**config.mk**
```make
export PLATFORM = sky130hd
export DESIGN_NAME = lpht_ctrl
export DESIGN_NICKNAME = d
export VERILOG_FILES = /design/src/rtl/core/lpht_pkg.sv /design/src/rtl/core/lpht_ctrl.sv
export SDC_FILE = /design/constraint.sdc
export NUM_CORES = 1
export LEC_CHECK = 0
export BUFFER_PORTS_ARGS = -buffer_cell sky130_fd_sc_hd__buf_2
export CORE_MARGIN = 1.5
export CORE_UTILIZATION = 35
export CTS_CLUSTER_SIZE = 40
export DETAILED_ROUTE_END_ITERATION = 12
export HOLD_SLACK_MARGIN = 0.06
export PLACE_DENSITY = 0.56
export SYNTH_ARGS = -nofsm -noshare
export SYNTH_HDL_FRONTEND = slang
export SYNTH_SLANG_ARGS = --single-unit
```
**constraint.sdc**
```tcl
create_clock -name i_clk -period 1.8 [get_ports i_clk]
set_input_delay 0.27 -clock i_clk [delete_from_list [all_inputs] [get_ports i_clk]]
set_output_delay 0.27 -clock i_clk [all_outputs]
set_load 0.02 [all_outputs]
```
**src/rtl/core/lpht_pkg.sv**
```systemverilog
// shared types and constants of the linear probing hash table
package lpht_pkg;

    localparam int KEY_BYTES = 8;
    localparam int CNT_W     = 9;
    localparam logic [CNT_W-1:0] MAX_FILL_RST = 9'd192;
    localparam logic [63:0] HASH_SEED = 64'd5381;

    localparam logic [1:0] ACT_LOOKUP = 2'd0;
    localparam logic [1:0] ACT_INSERT = 2'd1;
    localparam logic [1:0] ACT_REMOVE = 2'd2;

    typedef enum logic [1:0] {
        MARK_FREE     = 2'd0,
        MARK_OCCUPIED = 2'd1,
        MARK_DELETED  = 2'd2
    } t_mark;

    typedef struct packed {
        logic [1:0]  action;
        logic [63:0] key_bytes;
        logic [3:0]  key_length;
        logic signed [31:0] new_value;
    } t_req;

    typedef struct packed {
        logic        hit;
        logic signed [31:0] found_value;
        logic        status;
    } t_rsp;

    typedef struct packed {
        t_mark       mark;
        logic [3:0]  len;
        logic [63:0] key;
        logic [31:0] value;
    } t_slot;

    typedef struct packed {
        logic load;
        logic hash_step;
        logic mod_step;
        logic rd;
        logic chk;
        logic wr;
        logic clr_step;
    } t_cmd;

    typedef struct packed {
        logic hash_done;
        logic mod_last;
        logic probe_stop;
        logic clr_last;
    } t_sts;

endpackage

```
**src/rtl/core/lpht_ctrl.sv**
```systemverilog
// controller state machine of the hash table
module lpht_ctrl
    import lpht_pkg::*;
(
    input  logic i_clk,
    input  logic i_rst_n,
    input  logic start,
    input  t_sts i_sts,
    output t_cmd o_cmd,
    output logic busy
);

    typedef enum logic [6:0] {
        S_CLR  = 7'b0000001,
        S_IDLE = 7'b0000010,
        S_HASH = 7'b0000100,
        S_MOD  = 7'b0001000,
        S_RD   = 7'b0010000,
        S_CHK  = 7'b0100000,
        S_WR   = 7'b1000000
    } t_state;

    t_state r_state, n_state;

    always_ff @(posedge i_clk) begin
        if (!i_rst_n) begin
            r_state <= S_CLR;
        end else begin
            r_state <= n_state;
        end
    end

    always_comb begin
        n_state = r_state;
        o_cmd   = '0;
        case (r_state)
            S_CLR: begin
                o_cmd.clr_step = 1'b1;
                if (i_sts.clr_last) n_state = S_IDLE;
            end
            S_IDLE: begin
                if (start) begin
                    o_cmd.load = 1'b1;
                    n_state    = S_HASH;
                end
            end
            S_HASH: begin
                if (i_sts.hash_done) begin
                    n_state = S_MOD;
                end else begin
                    o_cmd.hash_step = 1'b1;
                end
            end
            S_MOD: begin
                o_cmd.mod_step = 1'b1;
                if (i_sts.mod_last) n_state = S_RD;
            end
            S_RD: begin
                o_cmd.rd = 1'b1;
                n_state  = S_CHK;
            end
            S_CHK: begin
                o_cmd.chk = 1'b1;
                n_state   = i_sts.probe_stop ? S_WR : S_RD;
            end
            S_WR: begin
                o_cmd.wr = 1'b1;
                n_state  = S_IDLE;
            end
            default: n_state = S_CLR;
        endcase
    end

    assign busy = (r_state != S_IDLE);

endmodule

```
### After elaboration in Yosys (flattened, before gate mapping)

Index checks and enable logic that the tools add are counted.

| storage, ports and cells | value |
|---|---|
| logic and storage cells | 29 |
| bits of input ports | 7 |
| register bits | 7 |
| output and inout port bits | 8 |

| operators by class | value |
|---|---|
| muxes and demuxes | 15 |
| equality and inequality tests | 12 |
| reduce and logical (&&, ||, !) cells | 1 |

Operators with widths:

| operator | number |
|---|---|
| 7-bit case mux with 7 select lines | 1 |
| 7-bit 2-to-1 mux | 5 |
| 1-bit 2-to-1 mux | 9 |
| 2-bit inequality test, second input constant | 4 |
| 7-bit by 1-bit equality test with 1-bit output, second input constant | 1 |
| 7-bit by 2-bit equality test with 1-bit output, second input constant | 1 |
| 7-bit by 3-bit equality test with 1-bit output, second input constant | 1 |
| 7-bit by 4-bit equality test with 1-bit output, second input constant | 1 |
| 7-bit by 5-bit equality test with 1-bit output, second input constant | 1 |
| 7-bit by 6-bit equality test with 1-bit output, second input constant | 1 |
| 7-bit equality test, second input constant | 1 |
| 7-bit by 2-bit inequality test with 1-bit output, second input constant | 1 |
| 4-bit AND reduction | 1 |

### Depth between registers and ports, before layout

| depth | value |
|---|---|
| depth after elaboration | 3 |
| mapped depth | 5 |
| mapped depth without buffers | 4 |

### Least setup slack after synthesis

OpenSTA, ideal clock, no wires.

| timing | value |
|---|---|
| path type | reg-to-output |
| start | register r_state[3] |
| end | output o_cmd[6] in the netlist's numbering |
| stages on the path, launching flop included | 6 |
| slack | 0.291 ns |
| arrival time | 1.239 ns |
| path through | dfxtp_1 > buf_6 > nor3_2 > nand2_1 > nor3b_2 > and2_1 |

RTL lines:

| item | RTL line | RTL |
|---|---|---|
| from (decl) | lpht_ctrl.sv:23 | `t_state r_state, n_state;` |
| from (signal assigned) | lpht_ctrl.sv:29 | `r_state <= n_state;` |
| to (decl) | lpht_ctrl.sv:9 | `output t_cmd o_cmd,` |

### Worst setup path after layout

| timing | value |
|---|---|
| start | register r_state[3] |
| end | output busy |

| on the way | value |
|---|---|
| cells in the longest elaborated chain, start to end | 1 |

Ends and longest elaborated chain:

| item | RTL line | RTL |
|---|---|---|
| 7-bit by 2-bit inequality test with 1-bit output | lpht_ctrl.sv:74 | `assign busy = (r_state != S_IDLE);` |
| to (decl) | lpht_ctrl.sv:10 | `output logic busy` |

Every way passes these cells.

==> impl_metrics.json <==
{
  "status": "finished, final reports clean",
  "drtIter0Drc": 13,
  "cap_violations": 0,
  "p_switching_w": 0.000290,
  "instances_no_fill": 93,
  "placementRows": 13,
  "yosysWarnings": 0,
  "antenna_found_initial": 0,
  "grt_pass1_wl_um": 1780,
  "utilization_pct": 48.4,
  "dp_cells": 86,
  "ys_seq_area_share_pct": 27.5,
  "worstHoldPathType": "primary input to register",
  "reg_top3": "r_state x7",
  "mostFrequentLayoutCell": "buf_2",
  "p_leak_nw": 0.287,
  "slew_headroom_pct": 78.0,
  "layout.nets": 86,
  "post-dp-hpwl_um": 870,
  "top_usage_layer": "met2",
  "ir_drop_mv": 0.517,
  "drt_pass1_iterations": 4,
  "port_buffers": 14,
  "routed_wl_um": 1200,
  "num_antenna_cells": 0,
  "power.internal_w": 0.000419,
  "max_freq_ghz": 0.583,
  "cts_max_path_buffers": 2,
  "ant_nets": 0,
  "fin_crit_ns": 1.71,
  "clk_pin_slew_ns": 0.05,
  "arrival_ns": 1.44,
  "via_count": 515,
  "grtUsageTotal_pct": 17.0,
  "post-route-drc-count": 0,
  "sequentialPowerShare_pct": 33.7,
  "synth_area_um2": 509,
  "top_register": "r_state",
  "r2r_end": "r_state[2]",
  "synth.avg_cell_area_um2": 8.63,
  "drive_above_1_share_pct": 43.6,
  "core_area_um2": 1330,
  "drv_slew": 0,
  "grt_start_max_net_pins": 11,
  "crit_required_ns": 1.53,
  "min_to": "r_state[6]",
  "worst_pin_slew_ns": 0.326,
  "worstHoldPathCells": 2,
  "die_h_um": 41.1,
  "routabilityCongestion": 0.767,
  "layout_common_cells": "14 x buf_2, 5 x nor2_1, 5 x buf_4, 5 x dfxtp_1",
  "setup_viol": 0,
  "cts_inserted_buffers": 3,
  "grt_use_met1_pct": 21.3,
  "cts_root_buffer": "clkbuf_4",
  "worstHoldStart": "i_sts[1]",
  "syn_nets": 66,
  "netlist_instances": 59,
  "start_util_pct": 38.2,
  "startpoint_type": "register",
  "crit_fanout": 3,
  "area_growth_pct": 26.8,
  "pwr-share-comb_pct": 45.9,
  "grt_overflow_total": 0,
  "yosysUniqueCellTypes": 29,
  "grt_pass1_vias": 417,
  "end_kind": "primary output",
  "fin_setup_tns_ns": 0,
  "met3_usage_pct": 9.78,
  "worst_clock_skew_ns": 0.00164,
  "ioPinCount": 15,
  "power_frac_clock_pct": 20.5,
  "cts_max_level": 1,
  "rsz0062_at_grt": "no",
  "power_density_nw_per_um2": 1100,
  "wl_per_cell_um": 12.9,
  "grt_use_met2_pct": 24.6,
  "rr_startpoint": "r_state[1]",
  "vias_per_cell": 5.54,
  "crit_type": "register to primary output",
  "reg2reg_depth": 4,
  "period_share_pct": 95.2,
  "largest_reg_flops": 7,
  "synth_seq_cells": 7,
  "cts.sinks": 7,
  "cts_tree": "yes",
  "ff2ff_setup_slack_ns": 0.36,
  "swShare_pct": 40.9,
  "dieArea_um2": 1690,
  "die_w_um": 41.1,
  "clk_latency_ns": 0.25,
  "hold_violations": 0
}
Yosys cell counts (all sizes together):
| library cell | number | area [um^2] |
|---|---|---|
| o311ai | 1 | 8.76 |
| and3 | 5 | 32.5 |
| and3b | 1 | 10.0 |
| buf | 4 | 25.0 |
| or2b | 1 | 7.51 |
| a31o | 1 | 8.76 |
| o221ai | 1 | 8.76 |
| inv | 1 | 3.75 |
| o32ai | 1 | 8.76 |
| nand4b | 2 | 17.5 |
| and2 | 3 | 21.3 |
| xnor2 | 2 | 17.5 |
| nand2 | 5 | 21.3 |
| xor2 | 2 | 17.5 |
| mux2i | 1 | 10.0 |
| o211ai | 3 | 22.5 |
| nor3 | 2 | 20.0 |
| nor2 | 5 | 18.8 |
| dfxtp | 7 | 140 |
| nor3b | 6 | 60.1 |
| o21ai | 2 | 10.0 |
| nand2b | 2 | 12.5 |
| nor4 | 1 | 6.26 |
worst max-delay path: stages, from the launching register on:
cell	delay [ns]
dfxtp_1	0.34
nor3_2	0.21
nand2_1	0.12
nor3b_2	0.21
buf_4	0.14
inv_1	0.03
buf_2	0.14
power by group through the flow:
stage | Sequential [W] | Combinational [W] | Clock, W
6_report | 0.000238 | 0.000325 | 0.000145
5_1_grt | 0.000245 | 0.000359 | 0.000162
4_1_cts | 0.000238 | 0.000310 | 0.000152
3_5_place_dp | 0.000242 | 0.000305 | 0
3_3_place_gp | 0.000242 | 0.000305 | 0
2_1_floorplan | 0.000188 | 0.000289 | 0
through the flow:
step	area (um^2)	power (W)	setup WS, ns	hold WS, ns
floorplan	509	0.000478	0.291	0.416
global placement	588	0.000546	0.258	0.549
detailed placement	588	0.000546	0.202	0.549
CTS	622	0.000700	0.00601	0.288
global route	646	0.000766	0.0112	0.281
finish	646	0.000708	0.0857	0.299
cell families after synthesis:
group / after synthesis / share of synthesized area, %
xor+xnor: 4 / 6.88
buf+inv: 5 / 5.65
flops: 7 / 27.5
mux: 1 / 1.97
compound gates: 9 / 13.3
simple gates: 33 / 44.7
metal layers:
layer	vias up	wire [um]
met5	-	0
met2	18	549
met1	244	559
met4	0	7
li1	251	-
met3	2	84
worst max-delay path by stage:
stage	startpoint	to	slack [ns]	depth (start not counted)
after global placement	r_state[6]	o_cmd[6]	0.26	5
after detailed placement	r_state[6]	o_cmd[6]	0.20	5
after global routing	r_state[3]	o_cmd[6]	0.01	5
final	r_state[3]	busy	0.09	6
after floorplan	r_state[3]	o_cmd[6]	0.29	5
after CTS	r_state[6]	o_cmd[6]	0.006	5
final cells by class:
class | instances | area (um^2)
fillers | 147 | 688
multi-input cells | 47 | 347
flip-flops and latches | 7 | 143
repair buffers | 19 | 108
clock buffers | 4 | 26.3
well taps | 15 | 18.8
inverters | 1 | 3.75
what timing repair did:
action                                  CTS  global route
buffers inserted                          1             2
hold buffers                              0             0
resized for setup                         0             3
pin swaps                                 2             3
endpoints found under the setup margin    1             4
(Power assumes the default switching activity.)
